[config.mk]
export PLATFORM = sky130hd
export DESIGN_NAME = bracket_hex_text_to_bytes
export DESIGN_NICKNAME = d
export VERILOG_FILES = /design/src/rtl/bhtb_pkg.sv /design/src/rtl/bhtb_front.sv /design/src/rtl/bhtb_fifo.sv /design/src/rtl/bhtb_back.sv /design/src/rtl/bracket_hex_text_to_bytes.sv
export SDC_FILE = /design/constraint.sdc
export NUM_CORES = 1
export LEC_CHECK = 0
export BUFFER_PORTS_ARGS = -buffer_cell sky130_fd_sc_hd__buf_2
export CORE_MARGIN = 2
export CORE_UTILIZATION = 45
export DETAILED_ROUTE_END_ITERATION = 8
export REMOVE_ABC_BUFFERS = 1
export SETUP_SLACK_MARGIN = 0.3
export SLEW_MARGIN = 25
export SYNTH_ARGS = -nofsm -noshare
export SYNTH_HDL_FRONTEND = slang
export SYNTH_SLANG_ARGS = --single-unit
[constraint.sdc]
create_clock -name i_clk -period 7.8 [get_ports i_clk]
set_input_delay 0.39 -clock i_clk [delete_from_list [all_inputs] [get_ports i_clk]]
set_output_delay 0.39 -clock i_clk [all_outputs]
set_load 0.02 [all_outputs]
[src/rtl/bhtb_pkg.sv]
// ----------------------------------------------------------------------------
// bhtb_pkg
// Shared types and constants for the bracketed hex text to byte converter.
// ----------------------------------------------------------------------------
package bhtb_pkg;

    // result kinds
    localparam logic [1:0] KIND_DATA  = 2'd0;
    localparam logic [1:0] KIND_ERROR = 2'd1;
    localparam logic [1:0] KIND_END   = 2'd2;

    // characters with a meaning to the parser
    localparam logic [20:0] CP_OPEN  = 21'h00005B;
    localparam logic [20:0] CP_CLOSE = 21'h00005D;
    localparam logic [20:0] CP_SPACE = 21'h000020;

    localparam logic [3:0] NIBBLE_MASK = 4'hF;

    // command queue between parser and emitter
    localparam int FIFO_DEPTH = 4;
    localparam int FIFO_AW    = $clog2(FIFO_DEPTH);

    // One parsed character: up to four data bytes (left-aligned, first byte
    // in the top bits), then at most one error or end result.
    typedef struct packed {
        logic [31:0] bytes;
        logic [2:0]  n_data;
        logic        err;
        logic        fin;
        logic [15:0] pos;
    } t_cmd;

    // hex digit decode: valid flag in bit 4, value in bits 3:0
    function automatic logic [4:0] hex_decode(input logic [20:0] cp);
        logic [4:0] r;
        r = 5'd0;
        if (cp >= 21'h30 && cp <= 21'h39) begin
            r = {1'b1, cp[3:0]};
        end else if ((cp >= 21'h41 && cp <= 21'h46) || (cp >= 21'h61 && cp <= 21'h66)) begin
            r = {1'b1, cp[3:0] + 4'd9};
        end
        return r;
    endfunction

endpackage

[src/rtl/bhtb_front.sv]
// ----------------------------------------------------------------------------
// bhtb_front
// Character parser: tracks bracket mode, digit pairing and character index,
// and turns each character into at most one emit command.
// ----------------------------------------------------------------------------
module bhtb_front import bhtb_pkg::*; #(
    parameter int MAX_CHARS = 65536
) (
    input  logic        i_clk,
    input  logic        i_rst_n,
    input  logic        i_valid,
    output logic        o_ready,
    input  logic [20:0] i_code_point,
    input  logic        i_last_char,
    input  logic        i_q_full,
    output logic        o_push,
    output t_cmd        o_cmd
);

    localparam logic [1:0] MODE_OUT  = 2'd0;
    localparam logic [1:0] MODE_OPEN = 2'd1;
    localparam logic [1:0] MODE_IN   = 2'd2;
    localparam logic [1:0] MODE_ERR  = 2'd3;

    localparam int          CAP_INT = (MAX_CHARS - 1 > 65535) ? 65535 : (MAX_CHARS - 1);
    localparam logic [15:0] IDX_CAP = 16'(CAP_INT);

    logic [1:0]  r_mode,   n_mode;
    logic        r_parity, n_parity;
    logic [3:0]  r_hi,     n_hi;
    logic [15:0] r_idx,    n_idx;

    logic        accept;
    logic        emit;
    logic        err;
    logic [4:0]  hex;
    t_cmd        cmd;

    assign o_ready = !i_q_full;
    assign accept  = i_valid && o_ready;
    assign hex     = hex_decode(i_code_point);

    always_comb begin
        n_mode   = r_mode;
        n_parity = r_parity;
        n_hi     = r_hi;
        n_idx    = r_idx;
        emit     = 1'b0;
        err      = 1'b0;
        cmd      = '0;

        if (r_mode != MODE_ERR) begin
            if (i_code_point == CP_OPEN) begin
                if (r_mode == MODE_OUT) begin
                    n_mode = MODE_OPEN;
                end else if (r_mode == MODE_OPEN) begin
                    n_mode = MODE_OUT;
                    emit   = 1'b1;
                end else begin
                    err = 1'b1;
                end
            end else if (i_code_point == CP_CLOSE) begin
                if (r_mode == MODE_OUT) begin
                    emit = 1'b1;
                end else if (r_parity) begin
                    err = 1'b1;
                end else begin
                    n_mode = MODE_OUT;
                end
            end else if (r_mode != MODE_OUT) begin
                if (hex[4]) begin
                    n_mode = MODE_IN;
                    if (r_parity) begin
                        cmd.bytes  = {r_hi, hex[3:0] & NIBBLE_MASK, 24'd0};
                        cmd.n_data = 3'd1;
                        n_parity   = 1'b0;
                    end else begin
                        n_hi     = hex[3:0];
                        n_parity = 1'b1;
                    end
                end else if (i_code_point == CP_SPACE) begin
                    n_mode = MODE_IN;
                end else begin
                    err = 1'b1;
                end
            end else begin
                emit = 1'b1;
            end

            // big-endian, width chosen by magnitude
            if (emit) begin
                n_parity = 1'b0;
                n_hi     = 4'd0;
                if (i_code_point[20:16] != 5'd0) begin
                    cmd.bytes  = {11'd0, i_code_point};
                    cmd.n_data = 3'd4;
                end else if (i_code_point[15:8] != 8'd0) begin
                    cmd.bytes  = {i_code_point[15:0], 16'd0};
                    cmd.n_data = 3'd2;
                end else begin
                    cmd.bytes  = {i_code_point[7:0], 24'd0};
                    cmd.n_data = 3'd1;
                end
            end

            if (err) begin
                cmd.err = 1'b1;
                cmd.pos = r_idx;
                n_mode  = MODE_ERR;
            end

            if (r_idx < IDX_CAP) begin
                n_idx = r_idx + 16'd1;
            end

            cmd.fin = i_last_char && !err;
        end

        // end of text: back to the initial parser state
        if (i_last_char) begin
            n_mode   = MODE_OUT;
            n_parity = 1'b0;
            n_hi     = 4'd0;
            n_idx    = 16'd0;
        end
    end

    assign o_cmd  = cmd;
    assign o_push = accept && (cmd.n_data != 3'd0 || cmd.err || cmd.fin);

    always_ff @(posedge i_clk) begin
        if (!i_rst_n) begin
            r_mode   <= MODE_OUT;
            r_parity <= 1'b0;
            r_hi     <= 4'd0;
            r_idx    <= 16'd0;
        end else if (accept) begin
            r_mode   <= n_mode;
            r_parity <= n_parity;
            r_hi     <= n_hi;
            r_idx    <= n_idx;
        end
    end

endmodule

[src/rtl/bhtb_fifo.sv]
// ----------------------------------------------------------------------------
// bhtb_fifo
// Small command queue between the parser and the byte emitter.
// ----------------------------------------------------------------------------
module bhtb_fifo import bhtb_pkg::*; (
    input  logic i_clk,
    input  logic i_rst_n,
    input  logic i_push,
    input  t_cmd i_cmd,
    input  logic i_pop,
    output logic o_full,
    output logic o_valid,
    output t_cmd o_cmd
);

    t_cmd             r_slot [FIFO_DEPTH];
    logic [FIFO_AW-1:0] r_wr_ptr, r_rd_ptr;
    logic [FIFO_AW:0]   r_count;
    logic               do_push, do_pop;

    assign o_full  = (r_count == (FIFO_AW+1)'(FIFO_DEPTH));
    assign o_valid = (r_count != '0);
    assign o_cmd   = r_slot[r_rd_ptr];
    assign do_push = i_push && !o_full;
    assign do_pop  = i_pop && o_valid;

    always_ff @(posedge i_clk) begin
        if (do_push) begin
            r_slot[r_wr_ptr] <= i_cmd;
        end
    end

    always_ff @(posedge i_clk) begin
        if (!i_rst_n) begin
            r_wr_ptr <= '0;
            r_rd_ptr <= '0;
            r_count  <= '0;
        end else begin
            if (do_push) begin
                r_wr_ptr <= r_wr_ptr + 1'b1;
            end
            if (do_pop) begin
                r_rd_ptr <= r_rd_ptr + 1'b1;
            end
            if (do_push && !do_pop) begin
                r_count <= r_count + 1'b1;
            end else if (do_pop && !do_push) begin
                r_count <= r_count - 1'b1;
            end
        end
    end

endmodule

[src/rtl/bhtb_back.sv]
// ----------------------------------------------------------------------------
// bhtb_back
// Byte emitter: walks the results of the head command, one per cycle while
// the output is not stalled, into the output register.
// ----------------------------------------------------------------------------
module bhtb_back import bhtb_pkg::*; (
    input  logic        i_clk,
    input  logic        i_rst_n,
    input  logic        i_head_valid,
    input  t_cmd        i_head,
    output logic        o_pop,
    output logic        o_valid,
    input  logic        i_ready,
    output logic [1:0]  o_kind,
    output logic [7:0]  o_data_byte,
    output logic [15:0] o_error_position,
    output logic        o_last_of_run
);

    logic [2:0]  r_sel, n_sel;
    logic        r_valid;
    logic [1:0]  r_kind;
    logic [7:0]  r_byte;
    logic [15:0] r_pos;
    logic        r_last;

    logic [2:0]  total;
    logic        is_final;
    logic        load;
    logic        is_data;
    logic [7:0]  sel_byte;

    assign total    = i_head.n_data + {2'd0, i_head.err | i_head.fin};
    assign is_final = (r_sel == total - 3'd1);
    assign load     = i_head_valid && (!r_valid || i_ready);
    assign o_pop    = load && is_final;
    assign is_data  = (r_sel < i_head.n_data);

    always_comb begin
        case (r_sel[1:0])
            2'd0:    sel_byte = i_head.bytes[31:24];
            2'd1:    sel_byte = i_head.bytes[23:16];
            2'd2:    sel_byte = i_head.bytes[15:8];
            default: sel_byte = i_head.bytes[7:0];
        endcase
    end

    always_comb begin
        n_sel = r_sel;
        if (o_pop) begin
            n_sel = 3'd0;
        end else if (load) begin
            n_sel = r_sel + 3'd1;
        end
    end

    always_ff @(posedge i_clk) begin
        if (!i_rst_n) begin
            r_sel   <= 3'd0;
            r_valid <= 1'b0;
        end else begin
            r_sel <= n_sel;
            if (load) begin
                r_valid <= 1'b1;
            end else if (i_ready) begin
                r_valid <= 1'b0;
            end
        end
    end

    // payload: hold while the output is stalled
    always_ff @(posedge i_clk) begin
        if (load) begin
            r_last <= is_final;
            if (is_data) begin
                r_kind <= KIND_DATA;
                r_byte <= sel_byte;
                r_pos  <= 16'd0;
            end else if (i_head.err) begin
                r_kind <= KIND_ERROR;
                r_byte <= 8'd0;
                r_pos  <= i_head.pos;
            end else begin
                r_kind <= KIND_END;
                r_byte <= 8'd0;
                r_pos  <= 16'd0;
            end
        end
    end

    assign o_valid          = r_valid;
    assign o_kind           = r_kind;
    assign o_data_byte      = r_byte;
    assign o_error_position = r_pos;
    assign o_last_of_run    = r_last;

endmodule

[src/rtl/bracket_hex_text_to_bytes.sv]
// One character per cycle while each yields at most one result and the output
// is not stalled; the emitter sends the results of a character one at a time,
// so a character with several results holds the emitter until all are out.
// A four-entry command queue lets the parser run ahead of the emitter.
// Reset (i_rst_n low, synchronous) clears the parser state, queue and output valid.
// ----------------------------------------------------------------------------
// bracket_hex_text_to_bytes
// Converts a stream of code points with bracketed hex groups into bytes.
// ----------------------------------------------------------------------------
module bracket_hex_text_to_bytes import bhtb_pkg::*; #(
    parameter int MAX_CHARS = 65536
) (
    input  logic        i_clk,
    input  logic        i_rst_n,
    input  logic        s_axis_tvalid,
    output logic        s_axis_tready,
    input  logic [23:0] s_axis_tdata,   // [20:0] code_point, [23:21] zero
    input  logic        s_axis_tlast,   // last_char
    output logic        m_axis_tvalid,
    input  logic        m_axis_tready,
    output logic [23:0] m_axis_tdata,   // [7:0] data_byte, [23:8] error_position
    output logic [1:0]  m_axis_tuser,   // [1:0] kind
    output logic        m_axis_tlast    // last_of_run
);

    logic        push, pop, q_full, head_valid;
    t_cmd        push_cmd, head_cmd;
    logic [7:0]  data_byte;
    logic [15:0] error_position;

    bhtb_front #(
        .MAX_CHARS (MAX_CHARS)
    ) u_front (
        .i_clk        (i_clk),
        .i_rst_n      (i_rst_n),
        .i_valid      (s_axis_tvalid),
        .o_ready      (s_axis_tready),
        .i_code_point (s_axis_tdata[20:0]),
        .i_last_char  (s_axis_tlast),
        .i_q_full     (q_full),
        .o_push       (push),
        .o_cmd        (push_cmd)
    );

    bhtb_fifo u_fifo (
        .i_clk   (i_clk),
        .i_rst_n (i_rst_n),
        .i_push  (push),
        .i_cmd   (push_cmd),
        .i_pop   (pop),
        .o_full  (q_full),
        .o_valid (head_valid),
        .o_cmd   (head_cmd)
    );

    bhtb_back u_back (
        .i_clk            (i_clk),
        .i_rst_n          (i_rst_n),
        .i_head_valid     (head_valid),
        .i_head           (head_cmd),
        .o_pop            (pop),
        .o_valid          (m_axis_tvalid),
        .i_ready          (m_axis_tready),
        .o_kind           (m_axis_tuser),
        .o_data_byte      (data_byte),
        .o_error_position (error_position),
        .o_last_of_run    (m_axis_tlast)
    );

    assign m_axis_tdata = {error_position, data_byte};

endmodule

==> results of run 1 <==
-- stage by stage --
| stage | util | setup slack (ns) | hold WS [ns] | instance area, µm² |
|---|---|---|---|---|
| after floorplan | - | 2.41 | 0.444 | 11400 |
| after global placement | 0.482 | 3.34 | 0.464 | 12100 |
| after detailed placement | 0.482 | 3.24 | 0.465 | 12100 |
| after CTS | 0.520 | 3.20 | 0.139 | 13100 |
| after global routing | 0.520 | 2.89 | 0.194 | 13100 |
| final | 0.520 | 3.30 | 0.156 | 13100 |
-- worst max-delay path, cell delays in order (launching register included) --
cell and delay [ns]:
dfxtp_4 0.77, buf_4 0.55, mux4_2 0.58, nor2_1 0.13, ha_1 0.16, ha_1 0.24, xnor2_1 0.15, nor3_1 0.55
nand2_1 0.22, ha_1 0.28, inv_1 0.07, fa_1 0.17, xor2_1 0.08, or3_1 0.31, a21oi_1 0.15
-- layer usage --
metal  global-route usage  wire length, µm  up-vias
met1                0.242            10300     3204
met4               0.0455              402        0
met5                    0                0        -
li1                     -                -     2898
met2                0.300            11500      161
met3               0.0306             1200       38
-- placed cells by master (no fill, tap or decap), types with 5 or more instances in the layout --
cell type	synthesis	routed
a21oi_1	31	30
a22oi_1	12	12
and2_1	37	33
and2_4	1	5
and3_1	19	19
buf_2	3	54
buf_4	0	5
clkbuf_1	20	5
clkbuf_16	0	29
clkinv_1	1	9
dfxtp_1	36	34
edfxtp_1	239	239
ha_1	18	18
inv_1	19	19
mux2i_1	5	5
mux4_2	53	53
nand2_1	37	37
nand2b_1	5	5
nand3_1	13	13
nand4_1	7	7
nor2_1	53	52
nor3_1	12	12
o21ai_0	8	8
xnor2_1	11	11
xor2_1	13	13
-- power by group through the flow --
stage	clock network, µW	registers (µW)	logic, µW
after global routing	1440	2020	921
final	1350	2000	843
after CTS	1370	2000	863
after global placement	0	2010	846
after detailed placement	0	2030	857
after floorplan	0	2120	461
-- registers in the layout, indices dropped and copies added, names as in the netlist, named ones only --
signal / flops
u_back.o_data_byte: 8
u_back.o_error_position: 16
u_back.o_kind: 2
u_back.o_last_of_run: 1
u_back.o_valid: 1
u_back.r_sel: 3
u_fifo.r_count: 3
u_fifo.r_rd_ptr: 2
u_fifo.r_slot: 212
u_fifo.r_wr_ptr: 2
u_front.r_hi: 4
u_front.r_idx: 16
u_front.r_mode: 2
u_front.r_parity: 1
-- kinds of logic after synthesis --
| kind of cell | share of synthesized area |
|---|---|
| buf+inv | 0.0171 |
| flops | 0.688 |
| mux | 0.111 |
| simple gates | 0.0972 |
| xor+xnor | 0.0183 |
| compound gates | 0.0473 |
| fa+ha+maj | 0.0214 |
-- worst paths after layout --
kind	end	from	cells after the start	slack, ns
setup / recovery	u_fifo.r_count[2]	register	14	3.30
hold / removal	u_back.o_valid	m_axis_tready	4	0.16
setup reg to reg	u_fifo.r_count[2]	register	14	3.30
hold reg to reg	u_front.r_hi[3]	u_front.r_hi[3]	2	0.47
-- final cells by class --
type                            instances  area share
Timing Repair Buffer                   59      0.0236
Inverter                               20     0.00575
Clock buffer                           34      0.0570
Antenna cell                            1    0.000192
Sequential cell                       275       0.605
Multi-Input combinational cell        392       0.261
Clock inverter                         19      0.0150
Tap cell                              330      0.0316
==> results.sh, run 1 <==
export IMPL_regArea_um2=7910
export IMPL_wirelength_mm=23.4
export IMPL_netlist_instances=716
export IMPL_drc=0
export IMPL_dp_cells=1076
export IMPL_min_period_ns=4.50
export IMPL_n_fill_cell=2097
export IMPL_drive_above_1_share=0.225
export IMPL_placement_io_buffers=54
export IMPL_ys_top_cells_by_count="239 x edfxtp_1, 53 x mux4_2, 53 x nor2_1, 37 x and2_1, 37 x nand2_1"
export IMPL_p_total_uw=4190
export IMPL_p_int_uw=3030
export IMPL_synth_edf_count=239
export IMPL_worstPathRequired_ns=8.26
export IMPL_insertion_delay_ns=0.54
export IMPL_area_growth_pct=13.7
export IMPL_dr_pass1_iters=8
export IMPL_grt_util_all_layers=0.178
export IMPL_slew_limit_headroom=0.344
export IMPL_cts_hold_buf=0
export IMPL_max_vdd_ir_drop_mv=0.260
export IMPL_first_global_vias=6551
export IMPL_p_seq_frac=0.477
export IMPL_rows=58
export IMPL_p_switching_uw=1160
export IMPL_globalRoute_totalOverflow=0
export IMPL_arrival_ns=4.96
export IMPL_wire_per_inst_um=20.7
export IMPL_grt_max_degree=54
export IMPL_hold_path_class="primary input to register"
export IMPL_clk_path_buf_depth=3
export IMPL_p_sw_frac=0.276
export IMPL_netlist_area_leader_share=0.625
export IMPL_start_util=0.457
export IMPL_layout_cells_non_filler=1130
export IMPL_yosysSeqAreaShare=0.688
export IMPL_clk_pin_slew_ns=0.06
export IMPL_max_cap_violations=0
export IMPL_multi_input_area_um2=3410
export IMPL_p_comb_frac=0.201
export IMPL_synth_async_reset_ratio=0
export IMPL_syn_avg_cell_area_um2=16.0
export IMPL_crit_fanout=30
export IMPL_ys_warn_count=0
export IMPL_cts_tree="yes"
export IMPL_gp_congestion=0.866
export IMPL_synth_distinct_cells=63
export IMPL_finalCritPeriodShare=0.577
export IMPL_endpoint_kind="register"
export IMPL_drt_iter0_markers=506
export IMPL_slew_viol_final=0
export IMPL_outcome="finished, final reports clean"
export IMPL_ys_top_cells_by_area="edfxtp_1 63%, mux4_2 10%, dfxtp_1 6.3%"
export IMPL_cts_sinks=275
export IMPL_htreeDepth=1
export IMPL_die_y_um=164
export IMPL_finalHoldViolations=0
export IMPL_die_w_um=164
export IMPL_grt_pass1_wl_mm=36.2
export IMPL_core_um2=25100
export IMPL_synth_top_area_cell="edfxtp_1"
export IMPL_start_kind="register"
export IMPL_fin_setup_tns_ns=0
export IMPL_nets=825
export IMPL_setup_violations=0
export IMPL_hpwl_mm=14.1
export IMPL_clockRootBuffer="clkbuf_16"
export IMPL_rsz0062_at_grt="no"
export IMPL_clkPwrFrac=0.322
export IMPL_ys_seq_elements=275
export IMPL_drtAntennaViolNets=0
export IMPL_cts_made_buffers=29
export IMPL_fin_skew_ns=0.00897
export IMPL_postCtsSetupBuffers=0
export IMPL_max_freq_ghz=0.222
export IMPL_leakage_uw=0.00452
export IMPL_die_area_um2=26800
export IMPL_synth_area_um2=11500
export IMPL_pin_count=58
export IMPL_worst_pin_slew_ns=0.984
export IMPL_num_vias=6301
export IMPL_critPathKind="register to register"
export IMPL_power_density_nw_per_um2=321
export IMPL_via_per_inst=5.58
export IMPL_synth_ff_type="edfxtp_1"
export IMPL_antenna_found_initial=1
export IMPL_yosysMostFrequentCell="edfxtp_1"
export IMPL_post_cts_resized=0
Power figures use the tool's default switching activity.
==> run 2: changes to the inputs <==
Clock period 7.8 ns to 3.9 ns, I/O delays scaled along.
==> run 2 against run 1 <==
- clock-buffer cell count decreased by 2
- sequential share of layout area decreased by 1.1 points
- clock skew increased by 0.0037 ns
- final area is 1.8% higher
- worst hold slack got worse by 0.11 ns
- first-iteration DRC count decreased by 4.3%
- die area did not move
- via count up 3.1%
- critical endpoint unchanged
- largest power group unchanged
- highest routed layer unchanged
==> results.sh, run 2 (synthesis results as in run 1) <==
export IMPL_slew_viol_final=0
export IMPL_r2r_setup_slack_ns=0.64
export IMPL_wire_per_inst_um=21.1
export IMPL_num_vias=6496
export IMPL_pin_count=58
export IMPL_dr_pass1_iters=5
export IMPL_leakage_uw=0.00466
export IMPL_crit_path_end="u_fifo.r_count[2]"
export IMPL_placed_area_um2=12200
export IMPL_cts_sinks=275
export IMPL_clk_pin_slew_ns=0.06
export IMPL_hold_path_class="primary input to register"
export IMPL_final_area_um2=13300
export IMPL_clockRootBuffer="clkbuf_16"
export IMPL_first_global_vias=6730
export IMPL_clk_path_buf_depth=3
export IMPL_area_growth_pct=15.8
export IMPL_drive_above_1_share=0.251
export IMPL_power_density_nw_per_um2=653
export IMPL_globalRoute_totalOverflow=0
export IMPL_p_total_uw=8680
export IMPL_cts_tree="yes"
export IMPL_reg2regPathDepth=14
export IMPL_max_flop_register="u_fifo.r_slot"
export IMPL_drt_iter0_markers=484
export IMPL_arrival_ns=3.73
export IMPL_finalHoldViolations=0
export IMPL_max_cap_violations=0
export IMPL_fin_skew_ns=0.0127
export IMPL_insertion_delay_ns=0.54
export IMPL_critPathMaxStageDelay_ns=0.52
export IMPL_gp_congestion=0.835
export IMPL_crit_path_top_delay_cell="mux4_2"
export IMPL_final_common_cell="edfxtp_1"
export IMPL_grt_util_all_layers=0.183
export IMPL_drtAntennaViolNets=0
export IMPL_drc=0
export IMPL_r2r_end="u_fifo.r_count[2]"
export IMPL_nets=843
export IMPL_grt_pass1_wl_mm=37.0
export IMPL_cp_cell_sequence="mux4_2 -> nor2_1 -> ha_1 -> ha_1 -> xnor2_1 -> xnor2_1 -> nor3_1 -> nand2_1 -> ha_1 -> inv_1 -> fa_1 -> xor2_1 -> or3_1 -> a21oi_1"
export IMPL_outcome="finished, final reports clean"
export IMPL_largest_register_ffs=212
export IMPL_min_period_ns=3.26
export IMPL_max_freq_ghz=0.307
export IMPL_antenna_found_initial=0
export IMPL_setup_violations=0
export IMPL_wirelength_mm=24.2
export IMPL_max_vdd_ir_drop_mv=0.455
export IMPL_core_um2=25100
export IMPL_worst_pin_slew_ns=0.983
export IMPL_worstPathRequired_ns=4.37
export IMPL_rsz0062_at_grt="no"
export IMPL_placement_io_buffers=54
export IMPL_endpoint_kind="register"
export IMPL_die_w_um=164
export IMPL_hpwl_mm=14.9
export IMPL_slew_limit_headroom=0.345
export IMPL_start_util=0.457
export IMPL_start_kind="register"
export IMPL_htreeDepth=1
export IMPL_rows=58
export IMPL_final_cell_mix="239 x edfxtp_1, 54 x buf_2, 53 x nor2_1, 53 x mux4_2, 37 x nand2_1"
export IMPL_n_antenna_cell=0
export IMPL_finalCritPeriodShare=0.836
export IMPL_critPathKind="register to register"
export IMPL_n_fill_cell=2086
export IMPL_die_y_um=164
export IMPL_via_per_inst=5.66
export IMPL_grt_max_degree=54
export IMPL_cts_made_buffers=28
export IMPL_die_area_um2=26800
export IMPL_crit_fanout=6
export IMPL_path_common_cell="ha_1"
## run 2: worst min-delay path by stage
stage / from / to / slack [ns] / cells past startpoint
detailed placement: u_front.r_hi[2] / u_front.r_hi[2] / 0.47 / 2
CTS: i_rst_n / u_back.r_sel[0] / 0.02 / 2
floorplan: i_rst_n / u_back.r_sel[0] / 0.31 / 1
global placement: u_front.r_hi[2] / u_front.r_hi[2] / 0.46 / 2
global route: i_rst_n / u_back.r_sel[0] / 0.05 / 2
finish: i_rst_n / u_back.r_sel[0] / 0.04 / 2
## run 2: cell type report
cell class / instances / area, µm² / share of cell area
Clock buffer: 32 / 747 / 0.0562
Clock inverter: 20 / 295 / 0.0222
Inverter: 20 / 75.1 / 0.00565
Multi-Input combinational cell: 392 / 3410 / 0.256
Sequential cell: 275 / 7910 / 0.595
Tap cell: 330 / 413 / 0.0311
Timing Repair Buffer: 78 / 453 / 0.0341
## run 2: power by group
group / total, µW / internal (µW) / switching (µW) / leakage [µW]
Sequential: 3970 / 3820 / 148 / 0.00256
Combinational: 1750 / 639 / 1110 / 0.00159
Clock: 2960 / 1850 / 1120 / 0.000508
Total: 8680 / 6310 / 2370 / 0.00466
## run 2: routing by layer
layer	wire length, µm	track usage	vias to the layer above
met5	0	0	-
met2	11600	0.299	231
met1	10500	0.252	3263
li1	-	-	2941
met4	647	0.0610	0
met3	1420	0.0280	61
## run 2: stage by stage
step / setup WS [ns] / setup TNS [ns] / util / std cells / hold slack [ns]
floorplan: -1.49 / -18.34 / - / 687 / 0.313
global placement: 0.485 / 0 / 0.486 / 1091 / 0.464
detailed placement: 0.375 / 0 / 0.487 / 1091 / 0.466
CTS: 0.396 / 0 / 0.529 / 1144 / 0.0211
global route: 0.415 / 0 / 0.530 / 1147 / 0.0517
finish: 0.639 / 0 / 0.530 / 1147 / 0.0446
## run 2: timing repair
item                                    4_1_cts  5_1_grt
gates resized for setup                       0        1
hold buffers                                  1        0
buffers inserted                              0        3
endpoints found under the setup margin        0        1
endpoints found under the hold margin         1        0
## run 2: critical path: cells and delay by family, from the launching register on
kind                     cells  cell delay (ns)
buffers and inverters        1             0.07
AO/OA/AOI/OAI                1             0.14
adder cells (fa/ha/maj)      4             0.92
multiplexers                 1             0.52
AND/OR/NAND/NOR              4             0.68
flip-flops                   1             0.40
XOR/XNOR                     3             0.43
==> run 3: changes to the inputs <==
Settings changed: ABC_AREA set to 1.
Clock period 3.9 ns to 3 ns, I/O delays scaled along.
==> run 3 against run 2 <==
- sequential power up 30%
- synthesized cell count rose by 61%
- clock skew down 0.0019 ns
- via count increased by 33%
- non-clock buffer count is 36 higher
- final cell count is 41% higher
- flip-flop and latch count stayed put
- routed wire length is 20% higher
- clock-buffer cell count increased by 10
- final area is 7.5% higher
- die area increased by 5.8%
- combinational power grew 110%
- critical path type unchanged
- largest cell class unchanged
- largest power group unchanged
==> results.sh, run 3 <==
export IMPL_cts_tree="yes"
export IMPL_syn_avg_cell_area_um2=10.5
export IMPL_worst_slack_ns=0.212
export IMPL_die_area_um2=28400
export IMPL_cts_made_buffers=28
export IMPL_nets=1300
export IMPL_n_fill_cell=2372
export IMPL_die_y_um=168
export IMPL_grt_util_all_layers=0.208
export IMPL_ys_top_cells_by_count="239 x edfxtp_1, 211 x nor2_1, 144 x nand2_1, 112 x o21ai_0, 84 x inv_1"
export IMPL_drt_iter0_markers=764
export IMPL_slew_limit_headroom=0.524
export IMPL_drtAntennaViolNets=0
export IMPL_arrival_ns=3.21
export IMPL_pin_count=58
export IMPL_max_vdd_ir_drop_mv=0.469
export IMPL_rsz0062_at_grt="yes"
export IMPL_min_path_cells=4
export IMPL_wire_per_inst_um=18.0
export IMPL_netlist_instances=1156
export IMPL_synth_ff_type="edfxtp_1"
export IMPL_core_um2=26700
export IMPL_gp_congestion=0.879
export IMPL_cts_sinks=275
export IMPL_dp_cells=1548
export IMPL_synth_edf_count=239
export IMPL_finalHoldViolations=0
export IMPL_ys_seq_elements=275
export IMPL_clk_path_buf_depth=3
export IMPL_leakage_uw=0.00539
export IMPL_first_global_vias=8428
export IMPL_drc=0
export IMPL_reg2regPathDepth=18
export IMPL_insertion_delay_ns=0.53
export IMPL_start_util=0.455
export IMPL_crit_fanout=4
export IMPL_endpoint_kind="register"
export IMPL_setup_violations=0
export IMPL_critPathKind="register to register"
export IMPL_yosysSeqAreaShare=0.649
export IMPL_clockRootBuffer="clkbuf_16"
export IMPL_area_growth_pct=17.5
export IMPL_antenna_found_initial=0
export IMPL_hold_path_class="primary input to register"
export IMPL_max_flop_register="u_fifo.r_slot"
export IMPL_largest_register_ffs=212
export IMPL_n_antenna_cell=0
export IMPL_power_density_nw_per_um2=864
export IMPL_globalRoute_totalOverflow=0
export IMPL_grt_pass1_wl_mm=46.0
export IMPL_rows=60
export IMPL_netlist_area_leader_share=0.590
export IMPL_ys_warn_count=0
export IMPL_slew_viol_final=0
export IMPL_final_cell_mix="239 x edfxtp_1, 206 x nor2_1, 140 x nand2_1"
export IMPL_max_cap_violations=0
export IMPL_use_met2=0.332
export IMPL_start_kind="register"
export IMPL_synth_top_area_cell="edfxtp_1"
export IMPL_finalCritPeriodShare=0.929
export IMPL_final_common_cell="edfxtp_1"
export IMPL_met1_usage=0.302
export IMPL_drive_above_1_share=0.188
export IMPL_hpwl_mm=18.6
export IMPL_fin_skew_ns=0.0108
export IMPL_num_vias=8617
export IMPL_min_period_ns=2.79
export IMPL_dr_pass1_iters=7
export IMPL_synth_area_um2=12200
export IMPL_htreeDepth=1
export IMPL_yosysMostFrequentCell="edfxtp_1"
export IMPL_synth_distinct_cells=43
export IMPL_max_freq_ghz=0.359
export IMPL_met3_usage=0.0242
export IMPL_clk_pin_slew_ns=0.06
export IMPL_fin_setup_tns_ns=0
export IMPL_grt_max_degree=54
export IMPL_via_per_inst=5.34
export IMPL_layout_cells_non_filler=1615
export IMPL_worst_pin_slew_ns=0.713
export IMPL_worstPathRequired_ns=3.42
export IMPL_ys_top_cells_by_area="edfxtp_1 59%, nor2_1 6.5%, dfxtp_1 5.9%"
export IMPL_outcome="finished, final reports clean"
export IMPL_wirelength_mm=29.1
export IMPL_top_usage_layer="met2"
export IMPL_placement_io_buffers=54
export IMPL_synth_async_reset_ratio=0
export IMPL_die_w_um=168
export IMPL_dpl_worst_slack_ns=-0.0209
[run 3: cell count changes after synthesis, sizes merged, moves of 25 or more]
| cell | previous run | this run |
|---|---|---|
| a21oi | 31 | 56 |
| and2 | 39 | 0 |
| inv | 19 | 96 |
| mux4 | 53 | 0 |
| nand2 | 37 | 153 |
| nand3 | 13 | 66 |
| nor2 | 53 | 233 |
| o21ai | 9 | 117 |
[run 3: timing repair]
action	4_1_cts	5_1_grt
buffers inserted	13	0
hold buffers	2	0
resized for setup	28	13
hold endpoints to repair	6	0
endpoints found under the setup margin	2	20
pin swaps	15	12
[run 3: logic make-up (layout without fill, tap and decap cells)]
logic type | count (synthesis) | in the layout | synth area share
simple gates | 482 | 482 | 0.175
xor+xnor | 11 | 11 | 0.00792
mux | 1 | 1 | 0.000823
flops | 275 | 275 | 0.649
compound gates | 224 | 224 | 0.100
fa+ha+maj | 19 | 19 | 0.0202
buf+inv | 144 | 262 | 0.0464
[run 3: worst max-delay path, cell delays in order, from the launching register on]
cell     delay (ns)
dfxtp_4        0.39
buf_6          0.13
o21ai_4        0.06
o22ai_2        0.18
nor2_1         0.08
ha_2           0.19
ha_4           0.16
xor2_2         0.14
xor2_1         0.18
nand2_2        0.11
nor2_4         0.05
inv_2          0.07
ha_4           0.12
inv_2          0.04
fa_2           0.38
a21oi_2        0.15
o21ai_2        0.07
o21ai_1        0.13
a21oi_1        0.05
[run 3: final timing paths]
kind	to	slack, ns	startpoint
worst max-delay path	u_fifo.r_count[2]	0.21	register
worst min register to register	u_fifo.r_rd_ptr[0]	0.47	u_fifo.r_rd_ptr[0]
worst min-delay path	u_front.r_parity	0.05	s_axis_tlast
worst max register to register	u_fifo.r_count[2]	0.21	register
[run 3: final cells by class]
cell class	instances	area [µm²]	share of cell area
clock inverter	10	87.6	0.00613
sequential	275	7910	0.553
multi-input combinational	737	3870	0.271
tap	341	427	0.0298
timing repair buffer	114	787	0.0550
clock buffer	42	846	0.0592
inverter	96	373	0.0261
[run 3: where the power goes]
group	internal (µW)	leakage [µW]	total (µW)	switching [µW]
clock network	2040	0.000458	3440	1400
registers	4990	0.00256	5170	181
logic	1210	0.00237	3740	2530
total	8240	0.00539	12300	4110
[run 3: per-stage QoR]
| stage | total power (µW) | utilization | cell area [µm²] | hold WS, ns |
|---|---|---|---|---|
| finish | 12300 | 0.535 | 14300 | 0.0477 |
| global route | 13000 | 0.535 | 14300 | 0.0638 |
| CTS | 12400 | 0.533 | 14200 | 0.0200 |
| detailed placement | 8750 | 0.490 | 13100 | 0.457 |
| global placement | 8690 | 0.490 | 13100 | 0.451 |
| floorplan | 7410 | - | 12000 | 0.271 |
[run 3: layer usage]
layer  routed length, µm  vias up
li1                    -     4197
met5                   0        -
met1               13200     4103
met2               13400      268
met4                 683        0
met3                1800       49
